[src/rtl/qrs_pkg.sv]
package qrs_pkg;

  // Coefficient and root formats
  localparam int COEF_W = 16;
  localparam int ROOT_W = 32;

  // Discriminant b*b - 4*a*c, signed
  localparam int DISC_W = 2 * COEF_W + 2;
  // Square root of disc << 16: result bits and radicand bits
  localparam int SQ_W   = COEF_W + 9;
  localparam int RAD_W  = 2 * SQ_W;
  // -b*256 +/- sqrt, signed
  localparam int SUM_W  = SQ_W + 2;
  // Dividend magnitude and divisor magnitude
  localparam int NUM_W  = SUM_W + 8;
  localparam int DEN_W  = COEF_W + 1;

  // Queue between front and back
  localparam int QDEPTH = 4;
  localparam int QPTR_W = $clog2(QDEPTH);

  typedef enum logic [1:0] {
    KIND_TWO   = 2'd0,
    KIND_ONE   = 2'd1,
    KIND_NONE  = 2'd2,
    KIND_DEGEN = 2'd3
  } kind_t;

  // Classified request passed from front to back
  typedef struct packed {
    kind_t                     kind;
    logic                      lin;
    logic signed [COEF_W-1:0]  a;
    logic signed [COEF_W-1:0]  b;
    logic signed [COEF_W-1:0]  c;
    logic signed [DISC_W-1:0]  disc;
  } qentry_t;

  // Fields riding along the square-root stages
  typedef struct packed {
    kind_t                     kind;
    logic                      lin;
    logic signed [COEF_W-1:0]  a;
    logic signed [COEF_W-1:0]  b;
    logic signed [COEF_W-1:0]  c;
    logic signed [SUM_W-1:0]   nb;
  } sq_side_t;

  // Fields riding along the divider stages
  typedef struct packed {
    kind_t kind;
    logic  neg1;
    logic  neg2;
  } dv_side_t;

  // Apply sign to a quotient magnitude and clamp to the root range.
  // Returns {overflow, root}.
  function automatic logic [ROOT_W:0] fit_root(input logic [NUM_W-1:0] mag,
                                               input logic neg);
    logic [NUM_W+ROOT_W-1:0] m;
    logic [NUM_W+ROOT_W-1:0] lim;
    logic [ROOT_W-1:0]       val;
    logic                    ovf;
    m   = (NUM_W+ROOT_W)'(mag);
    lim = {{(NUM_W+1){1'b0}}, {(ROOT_W-1){1'b1}}};
    ovf = 1'b0;
    if (neg) begin
      if (m > lim + 1'b1) begin
        val = {1'b1, {(ROOT_W-1){1'b0}}};
        ovf = 1'b1;
      end else begin
        val = -m[ROOT_W-1:0];
      end
    end else begin
      if (m > lim) begin
        val = {1'b0, {(ROOT_W-1){1'b1}}};
        ovf = 1'b1;
      end else begin
        val = m[ROOT_W-1:0];
      end
    end
    return {ovf, val};
  endfunction

endpackage

[src/rtl/qrs_front.sv]
module qrs_front import qrs_pkg::*; (
  input  logic                     clk,
  input  logic                     rst_n,
  input  logic                     in_valid,
  output logic                     in_ready,
  input  logic signed [COEF_W-1:0] in_a,
  input  logic signed [COEF_W-1:0] in_b,
  input  logic signed [COEF_W-1:0] in_c,
  output logic                     out_valid,
  input  logic                     out_ready,
  output qentry_t                  out_entry
);

  logic                       v1_r;
  logic signed [COEF_W-1:0]   a1_r, b1_r, c1_r;
  logic signed [2*COEF_W-1:0] bb1_r, ac1_r;
  logic                       v2_r;
  qentry_t                    ent2_r;
  qentry_t                    ent2_nxt;
  logic                       adv1, adv2;
  logic signed [DISC_W-1:0]   disc;

  // Advance a stage when it is empty or the next one moves
  assign adv2     = !v2_r || out_ready;
  assign adv1     = !v1_r || adv2;
  assign in_ready = adv1;

  // Stage 1: products
  always_ff @(posedge clk) begin
    if (!rst_n) begin
      v1_r <= 1'b0;
    end else if (adv1) begin
      v1_r <= in_valid;
    end
  end

  always_ff @(posedge clk) begin
    if (adv1 && in_valid) begin
      a1_r  <= in_a;
      b1_r  <= in_b;
      c1_r  <= in_c;
      bb1_r <= in_b * in_b;
      ac1_r <= in_a * in_c;
    end
  end

  // Stage 2: discriminant and classification
  always_comb begin
    disc          = DISC_W'(bb1_r) - (DISC_W'(ac1_r) <<< 2);
    ent2_nxt.a    = a1_r;
    ent2_nxt.b    = b1_r;
    ent2_nxt.c    = c1_r;
    ent2_nxt.disc = disc;
    ent2_nxt.lin  = 1'b0;
    if (a1_r == '0) begin
      ent2_nxt.lin  = 1'b1;
      ent2_nxt.kind = (b1_r == '0) ? KIND_DEGEN : KIND_ONE;
    end else if (disc < 0) begin
      ent2_nxt.kind = KIND_NONE;
    end else if (disc == '0) begin
      ent2_nxt.kind = KIND_ONE;
    end else begin
      ent2_nxt.kind = KIND_TWO;
    end
  end

  always_ff @(posedge clk) begin
    if (!rst_n) begin
      v2_r <= 1'b0;
    end else if (adv2) begin
      v2_r <= v1_r;
    end
  end

  always_ff @(posedge clk) begin
    if (adv2 && v1_r) begin
      ent2_r <= ent2_nxt;
    end
  end

  assign out_valid = v2_r;
  assign out_entry = ent2_r;

endmodule

[config.mk]
export PLATFORM = sky130hd
export DESIGN_NAME = qrs_front
export DESIGN_NICKNAME = d
export VERILOG_FILES = /design/src/rtl/qrs_pkg.sv /design/src/rtl/qrs_front.sv
export SDC_FILE = /design/constraint.sdc
export NUM_CORES = 2
export LEC_CHECK = 0
export BUFFER_PORTS_ARGS = -buffer_cell sky130_fd_sc_hd__clkbuf_2
export CORE_MARGIN = 3
export CORE_UTILIZATION = 30
export DETAILED_ROUTE_END_ITERATION = 16
export PLACE_DENSITY = 0.53
export RECOVER_POWER = 50
export SLEW_MARGIN = 30
export SYNTH_ARGS = -nofsm -noshare
export SYNTH_HDL_FRONTEND = slang
export SYNTH_SLANG_ARGS = --single-unit
export TNS_END_PERCENT = 20
[constraint.sdc]
create_clock -name clk -period 8.1 [get_ports clk]
set_clock_uncertainty 0.1 [all_clocks]
set_input_delay 0.405 -clock clk [delete_from_list [all_inputs] [get_ports clk]]
set_output_delay 0.405 -clock clk [all_outputs]
set_load 0.05 [all_outputs]
After elaboration in Yosys (flattened, before gate mapping). Cells that the tools add are included.

Bits in registers: 199. Input port bits: 52. Output and inout bits: 87. Word-level logic and storage cells: 31.

$add $sub $neg: 1. $mul: 2. Order comparisons: 1. Muxes and demuxes: 5. Reductions and logical operators: 9.

Operators with widths (count): 16-bit by 16-bit multiplier with 32-bit output (2); 34-bit logical NOT (1); 34-bit by 1-bit < comparator with 1-bit output (second input constant) (1); 32-bit by 34-bit subtractor with 34-bit output (1); 16-bit logical NOT (2); 2-bit two-way mux (3); 1-bit logical AND (2); 1-bit logical NOT (2); 1-bit logical OR (2); 1-bit two-way mux (2).

Longest topological paths before layout.
Word-level depth: 5. Mapped depth: 25. Gate-level depth less buffers: 24.

Worst setup path before layout. Ideal clock, no wire load.

Path kind: input to register. Start: input port in_b[15]. End: register bb1_r[30] (data pin). Setup time: 0.263 ns. Data arrival time: 6.154 ns. Required time: 7.737 ns. Path slack: 1.583 ns. Cell stages on the path: 22. Buffers on the path: 2. Cells stage by stage: clkbuf_1 > inv_1 > buf_1 > nor2_1 > fa_1 > fa_1 > fa_1 > fa_1 > fa_1 > inv_1 > fa_1 > inv_1 > ha_1 > a21oi_1 > nor2b_1 > o21ai_0 > nand2b_1 > a221o_1 > a211o_1 > a21o_1 > a311oi_1 > xnor2_1.

Cells in the longest elaborated chain, start to end: 1.

RTL lines: start, declared (RTL line qrs_front.sv:7) `input logic signed [COEF_W-1:0] in_b,`; 16-bit by 16-bit multiplier with 32-bit output (RTL line qrs_front.sv:42) `bb1_r <= in_b * in_b;`; end signal, assigned (RTL line qrs_front.sv:42); end, declared (RTL line qrs_front.sv:16) `logic signed [2*COEF_W-1:0] bb1_r, ac1_r;`.

Every way passes these cells. A chain may end at the register's enable or synchronous reset.

Worst setup path after layout.
Start: input port in_b[3]. End: register bb1_r[30] (data pin).

The elaborated chain is that of the path after synthesis.

==> results.ini <==
[final_layout]
drive_gt1_share_pct=3.00
n_antenna_cell=0
nFillCells=9077
layout.nets=3403
syn_to_final_growth_pct=9.15

[worst_setup_path]
path_common_cell=fa_1
cp_data_required_time_ps=8250
crit_path_max_incr_delay_ps=520
crit_slowest_cell=clkbuf_1
endpoint_kind=register
critical_path_class=in2reg
crit_fanout=15
crit_path_start_kind=primary input
arrival_ps=7000
worstPathCellList=clkbuf_1 > inv_1 > nor2_1 > ha_1 > xor2_1 > fa_1 > fa_1 > inv_1 > fa_1 > fa_1 > inv_1 > fa_1 > inv_1 > ha_1 > a211oi_1 > o21ai_0 > a31oi_1 > o21bai_1 > a221o_1 > a211o_1 > a21o_1 > a311oi_1 > xnor2_1

[timing]
slew-limit-headroom_pct=-80.7
slew_viol_final=37
period_minus_slack_ps=6850
hold_viol_final=0
tightest_slew_ps=2710
setup_tns_ps=0
setup_viol=0
rsz0062_at_grt=false
fmax_mhz=146
fin_crit_sh_pct=84.6

[clock_tree]
cts_tree=done
htree_num_levels=4
cts_setup_buffers=0
clock_sinks=195
cts_root_buffer=clkbuf_16
post_cts_resized=0
cts.clk_slew.worst_paths_ps=80
clk_latency_ps=490
cts_hold_buf=1
clock_path_buffers=2
cts_buffers=17

[detailed_routing]
ant_nets=0
dr_total_vias=17300
wl_per_cell_um=16.5
drc=0
via_per_inst=4.52
wl_met1_um=27600
wl_um=63200
drt_iter0_drc=783
maxUsedRoutingLayer=met4
dr_wl_met2_um=31400
wl_met3_um=2510
firstDrtPassIters=7

[place]
io_buffer_count=137
place_congestion=0.835
hpwl_um=50800

[floorplan]
ios=139
die_w_um=303
core_area_sq_um=87300
fp.dieH_um=303
die_area_sq_um=92100
initial_utilization_pct=30.4
rows=108

[yosys]
synth_warnings=0
yosysTopAreaCell=fa_1
synth_xor_area_share_pct=3.33
synth.ff_latch_count=195
synth.avg_cell_area_sq_um=10.4
yosys.area_share.simple_pct=11.2
synth-async-reset-ratio_pct=0
netlist_area_sq_um=26500
synth-seq-area-share_pct=22.0
ys_top_cells_by_area=fa_1 37%, edfxtp_1 22%, ha_1 9.4%
synth-adder-area-share_pct=46.9
synth_top_family_by_area=adder cells
yosysUniqueCellTypes=73
synth.area.mux_share_pct=0.118
synth_top_flop_cell=edfxtp_1
synth-compound-area-share_pct=6.38
synth_fp_nets=3302
synth_top_area_share_pct=37.5
synth_edf_count=193
synthCells=2553

[job]
max-cap-violations=1

[grt]
grt_pass1_vias=18800
grt_pass1_wl_um=102000
antenna_found_initial=3
grt_max_degree=76
grtUsageTotal_pct=14.5
overflow=0

[status]
violations=capacitance limit, slew limit
status=finished with violations

[hold_path]
hp-class=in2reg

==> final timing paths <==
path	startpoint	end	slack, ps	depth (start not counted)
max	in_b[3]	bb1_r[30]	1250	23
min	in_valid	v1_r	60	3
max reg2reg	bb1_r[2]	out_entry[83]	3560	13
min reg2reg	c1_r[0]	out_entry[34]	320	0
==> registers in the layout (all words and copies together), names as in the netlist <==
register / flops
out_valid: 1
bb1_r: 30
c1_r: 16
a1_r: 16
ac1_r: 32
v1_r: 1
b1_r: 16
out_entry: 83
==> cell families after synthesis <==
| group | Yosys count |
|---|---|
| AO/OA/AOI/OAI | 251 |
| XOR/XNOR | 101 |
| adder cells (fa/ha/maj) | 697 |
| buffers and inverters | 710 |
| flip-flops | 195 |
| multiplexers | 3 |
| other | 1 |
| AND/OR/NAND/NOR | 595 |
==> synth_stat cells (4+ instances only) <==
cell and count:
inv_1 648, fa_1 497, nand2_1 226, ha_1 200
edfxtp_1 193, and2_1 168, nor2_1 78, xnor2_1 74
a21oi_1 71, clkbuf_1 58, o21ai_0 41, a21o_1 34
xor2_1 27, nor2b_1 21, nand2b_1 19, o21a_1 18
and3_1 16, nand3_1 16, o21bai_1 13, nor4_1 12
nor3_1 10, o21ai_1 9, a31oi_1 8, or3_1 7
a31o_2 5, o211ai_1 5, a211oi_1 4, nand4_1 4
o31ai_1 4
==> area by class of cell <==
class / count / area, sq um / area share [%]
tap: 1155 / 1450 / 4.99
inverter: 648 / 2430 / 8.39
sequential: 195 / 5840 / 20.1
timing repair buffer: 144 / 593 / 2.05
clock buffer: 17 / 425 / 1.47
clock inverter: 15 / 213 / 0.734
multi-input combinational: 1648 / 18000 / 62.2
==> metrics by stage <==
step                utilization (%)  hold slack, ps  cells  setup WS (ps)  cell area, sq um
global placement               32.6             300   3788           1200             28500
finish                         33.2            60.9   3822           1250             29000
floorplan                         -             300   2553           1580             26500
CTS                            33.4            21.1   3821           1630             29100
global route                   33.2            64.7   3822            799             29000
detailed placement             32.6             305   3788           1100             28500
==> layer usage <==
metal  vias up  track usage [%]
li1       8034                -
met1      8831             19.3
met2       331             24.7
met3        83             1.53
met4         0             5.14
met5         -                0
==> critical path: cells and delay by family <==
kind | cells | cell delay [ps]
compound gates | 8 | 1900
buf+inv | 5 | 1040
simple gates | 1 | 280
xor+xnor | 2 | 290
fa+ha+maj | 7 | 3070
==> cells in the final DEF, fill, tap and decap left out, drive strengths merged, types with 72 or more instances in the layout <==
cell	count
inv	653
fa	497
nand2	226
ha	200
edfxtp	193
and2	168
clkbuf	156
nor2	78
xnor2	74
a21oi	72
Power is left out: the tool's default activity adds up to more than one toggle a clock period on the data nets, which glitch-free logic cannot reach.
