--- src/rtl/qrs_pkg.sv ---
package qrs_pkg;

  // Coefficient and root formats
  localparam int COEF_W = 16;
  localparam int ROOT_W = 32;

  // Discriminant b*b - 4*a*c, signed
  localparam int DISC_W = 2 * COEF_W + 2;
  // Square root of disc << 16: result bits and radicand bits
  localparam int SQ_W   = COEF_W + 9;
  localparam int RAD_W  = 2 * SQ_W;
  // -b*256 +/- sqrt, signed
  localparam int SUM_W  = SQ_W + 2;
  // Dividend magnitude and divisor magnitude
  localparam int NUM_W  = SUM_W + 8;
  localparam int DEN_W  = COEF_W + 1;

  // Queue between front and back
  localparam int QDEPTH = 4;
  localparam int QPTR_W = $clog2(QDEPTH);

  typedef enum logic [1:0] {
    KIND_TWO   = 2'd0,
    KIND_ONE   = 2'd1,
    KIND_NONE  = 2'd2,
    KIND_DEGEN = 2'd3
  } kind_t;

  // Classified request passed from front to back
  typedef struct packed {
    kind_t                     kind;
    logic                      lin;
    logic signed [COEF_W-1:0]  a;
    logic signed [COEF_W-1:0]  b;
    logic signed [COEF_W-1:0]  c;
    logic signed [DISC_W-1:0]  disc;
  } qentry_t;

  // Fields riding along the square-root stages
  typedef struct packed {
    kind_t                     kind;
    logic                      lin;
    logic signed [COEF_W-1:0]  a;
    logic signed [COEF_W-1:0]  b;
    logic signed [COEF_W-1:0]  c;
    logic signed [SUM_W-1:0]   nb;
  } sq_side_t;

  // Fields riding along the divider stages
  typedef struct packed {
    kind_t kind;
    logic  neg1;
    logic  neg2;
  } dv_side_t;

  // Apply sign to a quotient magnitude and clamp to the root range.
  // Returns {overflow, root}.
  function automatic logic [ROOT_W:0] fit_root(input logic [NUM_W-1:0] mag,
                                               input logic neg);
    logic [NUM_W+ROOT_W-1:0] m;
    logic [NUM_W+ROOT_W-1:0] lim;
    logic [ROOT_W-1:0]       val;
    logic                    ovf;
    m   = (NUM_W+ROOT_W)'(mag);
    lim = {{(NUM_W+1){1'b0}}, {(ROOT_W-1){1'b1}}};
    ovf = 1'b0;
    if (neg) begin
      if (m > lim + 1'b1) begin
        val = {1'b1, {(ROOT_W-1){1'b0}}};
        ovf = 1'b1;
      end else begin
        val = -m[ROOT_W-1:0];
      end
    end else begin
      if (m > lim) begin
        val = {1'b0, {(ROOT_W-1){1'b1}}};
        ovf = 1'b1;
      end else begin
        val = m[ROOT_W-1:0];
      end
    end
    return {ovf, val};
  endfunction

endpackage

--- src/rtl/qrs_queue.sv ---
module qrs_queue import qrs_pkg::*; (
  input  logic    clk,
  input  logic    rst_n,
  input  logic    push_valid,
  output logic    push_ready,
  input  qentry_t push_entry,
  output logic    pop_valid,
  input  logic    pop_ready,
  output qentry_t pop_entry
);

  qentry_t           mem_r [QDEPTH];
  logic [QPTR_W-1:0] wr_ptr_r, rd_ptr_r;
  logic [QPTR_W:0]   cnt_r;
  logic              do_push, do_pop;

  assign push_ready = (cnt_r != QPTR_W'(0) + (QPTR_W+1)'(QDEPTH));
  assign pop_valid  = (cnt_r != '0);
  assign do_push    = push_valid && push_ready;
  assign do_pop     = pop_valid && pop_ready;
  assign pop_entry  = mem_r[rd_ptr_r];

  // Hold entries
  always_ff @(posedge clk) begin
    if (do_push) begin
      mem_r[wr_ptr_r] <= push_entry;
    end
  end

  // Advance pointers and fill count
  always_ff @(posedge clk) begin
    if (!rst_n) begin
      wr_ptr_r <= '0;
      rd_ptr_r <= '0;
      cnt_r    <= '0;
    end else begin
      if (do_push) begin
        wr_ptr_r <= wr_ptr_r + 1'b1;
      end
      if (do_pop) begin
        rd_ptr_r <= rd_ptr_r + 1'b1;
      end
      if (do_push && !do_pop) begin
        cnt_r <= cnt_r + 1'b1;
      end else if (do_pop && !do_push) begin
        cnt_r <= cnt_r - 1'b1;
      end
    end
  end

endmodule

--- config.mk ---
export PLATFORM = sky130hd
export DESIGN_NAME = qrs_queue
export DESIGN_NICKNAME = d
export VERILOG_FILES = /design/src/rtl/qrs_pkg.sv /design/src/rtl/qrs_queue.sv
export SDC_FILE = /design/constraint.sdc
export NUM_CORES = 1
export LEC_CHECK = 0
export BUFFER_PORTS_ARGS = -buffer_cell sky130_fd_sc_hd__buf_2
export CAP_MARGIN = 0
export CORE_ASPECT_RATIO = 1.25
export CORE_UTILIZATION = 57
export DETAILED_ROUTE_END_ITERATION = 8
export MAX_ROUTING_LAYER = met4
export PLACE_DENSITY = 0.85
export SYNTH_ARGS = -nofsm -noshare
export SYNTH_HDL_FRONTEND = slang
export SYNTH_SLANG_ARGS = --single-unit
--- constraint.sdc ---
create_clock -name clk -period 4.1 [get_ports clk]
set_input_delay 0.205 -clock clk [delete_from_list [all_inputs] [get_ports clk]]
set_output_delay 0.205 -clock clk [all_outputs]
set_load 0.01 [all_outputs]
======== Word-level counts from Yosys, hierarchy flattened ========
Memory sizes are Yosys's and may differ from the RTL's. A register that Yosys moved wholly into a read port is not among the register bits.
Index checks and enable logic that the tools add are counted.
operators by class
  reduce and logical (&&, ||, !) cells .... 8
  bitwise operators ....................... 0
  mux-type cells .......................... 6
  magnitude comparators ................... 0
  div/mod/pow operators ................... 0
  $mul .................................... 0
  eq/ne operators ......................... 1
  $add $sub $neg .......................... 4
  shift operators ......................... 0
operators with widths
  cell                                                                number
  3-bit two-way mux                                                   2
  2-bit by 1-bit adder with 2-bit output, second input constant       2
  1-bit logical AND                                                   4
  2-bit two-way mux                                                   2
  3-bit by 1-bit adder with 3-bit output, second input constant       1
  3-bit inequality test, second input constant                        1
  3-bit nonzero test                                                  1
  3-bit by 1-bit subtractor with 3-bit output, second input constant  1
  1-bit logical NOT                                                   2
  1-bit two-way mux                                                   2
  2-bit nonzero test                                                  1
word-level totals
  ROM bits ................................ 0
  bits in latches ......................... 0
  bits of input ports ..................... 89
  bits in writable memories ............... 340
  memories ................................ 1
  logic and storage cells ................. 23
  output and inout bits ................... 87
  register bits after elaboration ......... 7
memory list
  memory  words  width  read ports  clocked after Yosys merged registers in  write ports  RTL line         text
  mem_r   4      85     1           1                                        1            qrs_queue.sv:12  qentry_t mem_r [QDEPTH];

======== Logic depth before layout (Yosys ltp) ========
Gate-level depths: netlist of run 1.
  word-level depth ........................ 6
  mapped depth ............................ 8
  depth with buffers taken out ............ 8

======== Worst setup path before layout of run 1 ========
OpenSTA, ideal clock, no wires.
  path type ............................... register to register
  start point ............................. reg cnt_r[0]
  end point ............................... mem mem_r[0][0] in the netlist's numbering, enable pin
  data required time ...................... 3.647 ns
  arrival ................................. 2.797 ns
  slack ................................... 0.851 ns
  path buffers ............................ 0
  cell stages (with the launch flop) ...... 4
  period minus slack after synthesis ...... 3.249 ns
  setup time .............................. 0.453 ns
  cell sequence ........................... dfxtp_1 nor2_1 a21boi_2 and2_1
between the ends
  word-level cells in the longest chain between the ends .. 4
RTL lines
  element                                  RTL line         text
  start: declaration                       qrs_queue.sv:14  logic [QPTR_W:0] cnt_r;
  start signal: assignment                 qrs_queue.sv:44  cnt_r <= cnt_r + 1'b1;
  start signal: assignment                 qrs_queue.sv:46  cnt_r <= cnt_r - 1'b1;
  3-bit inequality test                    qrs_queue.sv:17  assign push_ready = (cnt_r != QPTR_W'(0) + (QPTR_W+1)'(QDEPTH));
  1-bit logical AND                        qrs_queue.sv:19  assign do_push = push_valid && push_ready;
  net do_push                              qrs_queue.sv:15  logic do_push, do_pop;
  1-bit two-way mux                        qrs_queue.sv:25  if (do_push) begin
  1-bit two-way mux (implied by the code)  qrs_queue.sv:26  mem_r[wr_ptr_r] <= push_entry;
  end: declaration                         qrs_queue.sv:12
The timed path passes the listed nets, and every way through them passes these cells.

==> run metrics, run 1 <==
endpoint arrival time on the critical path=approximately 2.6 ns; number of warnings reported in the yosys synthesis log=0; post_cts resized=0; largest fanout of any net on the critical path=42; maximum ir drop on the vdd rail=between 0.4 and 0.5 mV; count of distinct cell types in the synthesized netlist=25; WP data required=3.89 ns; net switching power=~2500 uW; EDFF count, synth=340; Fin Setup TNS=0 ns; unrepaired setup endpoints after global routing=false; total internal power=7180 uW; worst-case headroom to the max-slew limit=0.266; total clock buffers created by CTS=34; FF+latch count, synth=between 300 and 400; vias per inst=around 5.7; startpoint-to-endpoint class of the critical path=flip-flop to primary output; setup-violating endpoint count in the final report=0; Reg clk slew, reported paths=~0.060 ns; insertion delay of the later-clocked pin in the worst-skew pair=about 0.50 ns; Sw Share=0.261; synthesized area divided by synthesized cell count=26.0 um2; I/O Buffers=between 150 and 200; count of H-tree levels built during CTS=2; netlist area before placement=approximately 13,000 um2; total number of placement rows=60; LEAKAGE=between 0.005 and 0.006 uW; Detailed Route WL=around 25 mm; critical path startpoint category=flip-flop; root cell of the clock tree=clkbuf_16; worst r2r src=cnt_r[0]; detailed placement HPWL=about 14 mm; TritonCTS clock tree=built; sequential power share=0.474; endpoints failing hold=0; post-synthesis sequential area ratio=0.812; GRT Overall Usage=0.233; Syn Nets=~600; WL per Instance=23.3 um; fin crit share=0.690; number of post-CTS setup repair buffers=0; Die Footprint=about 23,000 um2; top_reg_cell synth=edfxtp_1; DIE HEIGHT=170 um; endpoint class of the critical path=primary output; vias in the first global route=approximately 6,700; power consumption=9730 uW; clock network fraction of design power=0.314; Placer Congestion=approximately 0.78; combinational share of power=0.212; # fillers=roughly 1,200; overflow left after global routing=0; total clock sinks=about 350; area of all sequential standard cells=a little over 10,000 um2; x dimension of the die=~140 um; Initial Util=0.588; Via Count=approximately 6,000; number of search-and-repair iterations in the first detailed-routing pass=5; status=completed; I/O pin count=around 180; Async SR Flop Fraction=0; Core ar.=approximately 22,000 um2; layout cell share with drive strength beyond 1=0.405; worst hold path startpoint=rst_n; maximum number of pins on one net before global-route repair=75; Hold/Removal Path Class=input pin to flip-flop; combined area of the multi-input logic cells=between 2000 and 2500 um2; Slew Limit Fails=0; residual DRC count=0; fin nets=874; highest achievable clock rate=354 MHz; skew final=between 0.015 and 0.02 ns; slew at the pin closest to its max-slew limit=1.10 ns; gate count of the mapped netlist=just under 500; remaining antenna violation count=0; total power per unit cell area=about 600 nW/um2; final cell utilization of the core=0.729; detailed router's first-iteration violation count=456; Longest Clk Path Bufs=3; time the final worst path needs with I/O delays and setup=between 2 and 3 ns; global-route wire length before repair=~38 mm; reported max-cap violation count=0; antenna violations before repair=3; area overhead of the layout relative to synthesis=24.1%
==> power groups by stage <==
stage          sequential [uW]  clock [uW]  combinational [uW]
6_report                  4610        3050                2060
5_1_grt                   4670        3230                2200
4_1_cts                   4620        3080                2070
3_5_place_dp              4700           0                2000
3_3_place_gp              4660           0                1960
2_1_floorplan             4490           0                1540
==> cell usage in the layout, fill, tap and decap left out, drive strengths merged, types with 5 or more instances in the layout <==
cell type    count
buf            186
dfxtp            9
mux4            85
ha               5
and2             8
clkbuf          44
nand2            5
edfxtp         340
clkinv           9
dlygate4sd3     85
==> registers in the layout (all words and copies together), names as in the netlist, named ones only <==
name and flops:
wr_ptr_r 2, cnt_r 3, mem_r 340, rd_ptr_r 2
==> metal layers <==
layer,up-vias,wire [um],track usage
li1,2693,-,-
met1,3174,9790,0.284
met2,245,13200,0.386
met3,63,1490,0.0466
met4,0,804,0.0860
met5,-,0,-
==> timing repair <==
action | in CTS | in global routing
hold endpoints to repair | 340 | 0
hold buffers | 85 | 0
setup endpoints to repair | 0 | 0
==> worst max-delay path, cell delays in order (launching register included) <==
cell,delay [ns]
dfxtp_4,0.92
buf_4,0.47
mux4_2,0.56
buf_2,0.16
==> synth_stat cells, types with 2 or more instances <==
| cell | count | share of area |
|---|---|---|
| edfxtp_1 | 340 | 0.80 |
| mux4_2 | 85 | 0.15 |
| dfxtp_1 | 9 | 0.014 |
| and2_1 | 8 | 0.0039 |
| buf_12 | 6 | 0.0094 |
| buf_2 | 6 | 0.0023 |
| ha_1 | 5 | 0.0049 |
| nand2_1 | 5 | 0.0015 |
| buf_1 | 3 | 0.00088 |
| buf_4 | 3 | 0.0018 |
| inv_1 | 3 | 0.00088 |
| mux2i_1 | 3 | 0.0023 |
| xnor2_1 | 3 | 0.0021 |
| or3_1 | 2 | 0.00098 |
==> final cells by class <==
class                   count  share of cell area
clock inverters            17              0.0111
repair buffers            271               0.115
diodes                      3            0.000473
multi-input cells         120               0.139
flip-flops and latches    349               0.655
well taps                 279              0.0220
clock buffers              44              0.0573
inverters                   3            0.000709
==> final timing paths <==
check                       end  slack (ns)  depth (start not counted)
setup / recovery  pop_entry[80]        1.27                          3
hold / removal        flip-flop        0.04                          2
setup reg to reg   mem_r[0][82]        1.66                          4
hold reg to reg     wr_ptr_r[1]        0.53                          2
==> per-stage QoR <==
step	setup slack (ns)	cell area, um2	cells	hold slack [ns]
6_report	1.27	15900	1086	0.0351
5_1_grt	1.01	15900	1086	0.0358
4_1_cts	1.14	15900	1083	0.0143
3_5_place_dp	1.65	13900	937	0.420
3_3_place_gp	1.74	13900	937	0.416
2_1_floorplan	0.851	12800	492	0.304
==> cell families after synthesis <==
kind of cell,after synthesis,synth area share
compound gates,5,0.00313
xor+xnor,4,0.00274
fa+ha+maj,6,0.00645
buf+inv,23,0.0164
flops,349,0.812
mux,88,0.152
simple gates,17,0.00714
Note: power is estimated with default switching activity, not from simulation.
==> inputs of run 2 (changes only) <==
==> constraint.sdc (replaced) <==
create_clock -name clk -period 2.8 [get_ports clk]
set_input_delay 0.14 -clock clk [delete_from_list [all_inputs] [get_ports clk]]
set_output_delay 0.14 -clock clk [all_outputs]
set_load 0.01 [all_outputs]
==> run 2 against run 1 <==
Sequential cell count unchanged. Clock-buffer cell count is 11 lower. Final cell count fell by 0.18%. Total power is 42% higher. Cell area barely moved. Worst setup slack worse by 0.92 ns. Via count down 2.2%. Register-to-register slack got worse by 1.2 ns. Combinational power is 56% higher. Core utilization about the same. Global-route usage shrank 0.74 points. Clock skew is 0.0041 ns lower.
==> run metrics, run 2 (same netlist as run 1, synthesis figures left out) <==
unrepaired setup endpoints after global routing=false; insertion delay of the later-clocked pin in the worst-skew pair=0.54 ns (+0.04 ns); post-route cell area=15,900 um2 (about the same); Placer Congestion=0.774 (-1.0%); Detailed Route WL=24.4 mm (-3.5%); LEAKAGE=0.00539 uW (-0.11%); category of cells accounting for the largest share of critical-path delay=flip-flops; area overhead of the layout relative to synthesis=24.1% (about the same); endpoint arrival time on the critical path=2.30 ns (-0.32 ns); fin crit share=0.873; # fillers=1,199 (-2.4%); setup-violating endpoint count in the final report=0 (unchanged); worst r2r src=cnt_r[0]; total power per unit cell area=871 nW/um2 (+42%); largest fanout of any net on the critical path=33 (-21%); Worst R2R Setup Slack=0.46 ns (-1.20 ns); number of non-filler instances in the completed layout=1,084 (-0.18%); cell area after placement=14,000 um2 (+0.83%); TritonCTS clock tree=built; Die Footprint=23,100 um2 (unchanged); combined area of the multi-input logic cells=2200 um2 (unchanged); total number of placement rows=60 (unchanged); critical path startpoint category=flip-flop; number of logic stages on the critical path including buffering=3 (unchanged); highest achievable clock rate=around 410 MHz; Via Count=6,037 (-2.2%); routed metal-1 wire length=9.13 mm (-6.7%); remaining antenna violation count=0 (unchanged); reported max-cap violation count=0 (unchanged); detailed placement HPWL=13.9 mm (-2.0%); biggest registers after layout=mem_r: 340 flops, cnt_r: 3 flops; I/O pin count=176 (unchanged); total clock buffers created by CTS=31 (-8.8%); leading cell types in the layout, fill and taps excluded=edfxtp_1 (340), buf_2 (175), dlygate4sd3_1 (86); endpoint class of the critical path=primary output; WP data required=2.66 ns (-1.23 ns); count of H-tree levels built during CTS=1 (-1); Placed Cells=939 (+0.21%); register with the highest flop count=mem_r; wire length on met3=1.31 mm (-12%); end of the worst register-to-register path=cnt_r[2]; global-route wire length before repair=37.0 mm (-2.2%); Slew Limit Fails=0 (unchanged); GRT Overall Usage=0.225 (-0.00738); antenna violations before repair=2 (-1); crit path max-delay cell type=dfxtp_4; fin nets=874 (unchanged); cell count of the worst hold path=3 (+1); worst-case headroom to the max-slew limit=0.628 (+0.362); Reg clk slew, reported paths=0.06 ns (about the same); skew final=0.0116 ns (-0.00411 ns); WL per Instance=22.5 um (-3.4%); path depth of the worst reg2reg path=8 (+4); endpoints failing hold=0 (unchanged); slew at the pin closest to its max-slew limit=0.551 ns (-0.549 ns); most common cell after layout, fill and taps aside=edfxtp_1; number of buffers added to fix hold violations after cts=86 (+1.2%); total clock sinks=349 (unchanged); time the final worst path needs with I/O delays and setup=between 2 and 2.5 ns; worst path buffer plus inverter count=2 (unchanged); number of post-CTS setup repair buffers=0 (unchanged); cell chain of the critical path=buf_12 -> mux4_2 -> buf_2; post_cts resized=0 (unchanged); overflow left after global routing=0 (unchanged); vias per inst=5.57 (-2.1%); I/O Buffers=175 (unchanged); worst min-delay path endpoint=wr_ptr_r[1]; Initial Util=0.588 (unchanged); worst hold path startpoint=push_valid; Longest Clk Path Bufs=3 (unchanged); Hold/Removal Path Class=input pin to flip-flop; detailed router's first-iteration violation count=439 (-3.7%); residual DRC count=0 (unchanged); vias in the first global route=6,586 (-1.6%); layout cell share with drive strength beyond 1=0.406 (+0.000505); area of all sequential standard cells=10,400 um2 (unchanged); DIE HEIGHT=170 um (unchanged); maximum number of pins on one net before global-route repair=47 (-37%); Core ar.=21,800 um2 (unchanged); amount of wire on met2 after detailed routing=13.5 mm (+1.7%); x dimension of the die=136 um (unchanged); status=completed; maximum ir drop on the vdd rail=0.787 mV (+74%); Critical Path Max Stage Delay=0.65 ns (-0.27 ns); root cell of the clock tree=clkbuf_16; uppermost routed layer=met4; number of search-and-repair iterations in the first detailed-routing pass=5 (unchanged); startpoint-to-endpoint class of the critical path=flip-flop to primary output; Fin Setup TNS=0 ns (unchanged); Largest register FFs=340 (unchanged)
==> run 2: cell count changes in the layout (fill, tap and decap cells not counted), sizes merged <==
cell / before / now
buf: 186 / 188
bufinv: 3 / 2
clkbuf: 44 / 33
clkinv: 9 / 19
clkinvlp: 4 / 3
diode: 3 / 2
dlygate4sd3: 85 / 86
inv: 4 / 3
==> run 2: metal layers <==
layer	up-vias	track usage
li1	2682	-
met1	3099	0.266
met4	0	0.0710
met5	-	-
met3	41	0.0320
met2	215	0.398
==> run 2: area by class of cell <==
cell class / instances / area share
Tap cell: 279 / 0.0220
Timing Repair Buffer: 274 / 0.123
Antenna cell: 2 / 0.000315
Sequential cell: 349 / 0.655
Inverter: 3 / 0.000709
Multi-Input combinational cell: 120 / 0.139
Clock buffer: 33 / 0.0493
Clock inverter: 24 / 0.0114
==> run 2: report_power, final <==
part | switching [uW] | internal [uW] | leakage [uW]
clock | 1790 | 2210 | 0.000469
sequential | 267 | 6340 | 0.00319
combinational | 1590 | 1630 | 0.00173
==> run 2: worst register-to-register path: cells and delay by family, from the launching register on <==
kind	cells	cell delay, ns
adders and majority gates	2	0.62
AOI/OAI and AO/OA	2	0.52
DFF	1	0.47
and+or+nand+nor	2	0.43
xor gates and xnor gates	1	0.17
buffers and inverters	1	0.06
==> run 2: worst max-delay path by stage <==
stage,start,endpoint,slack (ns)
after floorplan,cnt_r[0],mem_r[0][0],0.48
after global placement,cnt_r[0],cnt_r[2],0.65
after detailed placement,cnt_r[0],cnt_r[2],0.50
after CTS,flip-flop,pop_entry[47],0.26
after global routing,flip-flop,pop_entry[47],0.21
final,flip-flop,pop_entry[32],0.36
==> run 2: stage by stage <==
step	hold WS, ns	worst slack, ns	util	power (uW)
floorplan	0.239	0.479	-	8810
global placement	0.349	0.652	0.645	9720
detailed placement	0.356	0.495	0.645	9850
CTS	0.0408	0.259	0.729	13900
global route	0.0744	0.211	0.729	14400
finish	0.0664	0.356	0.729	13800
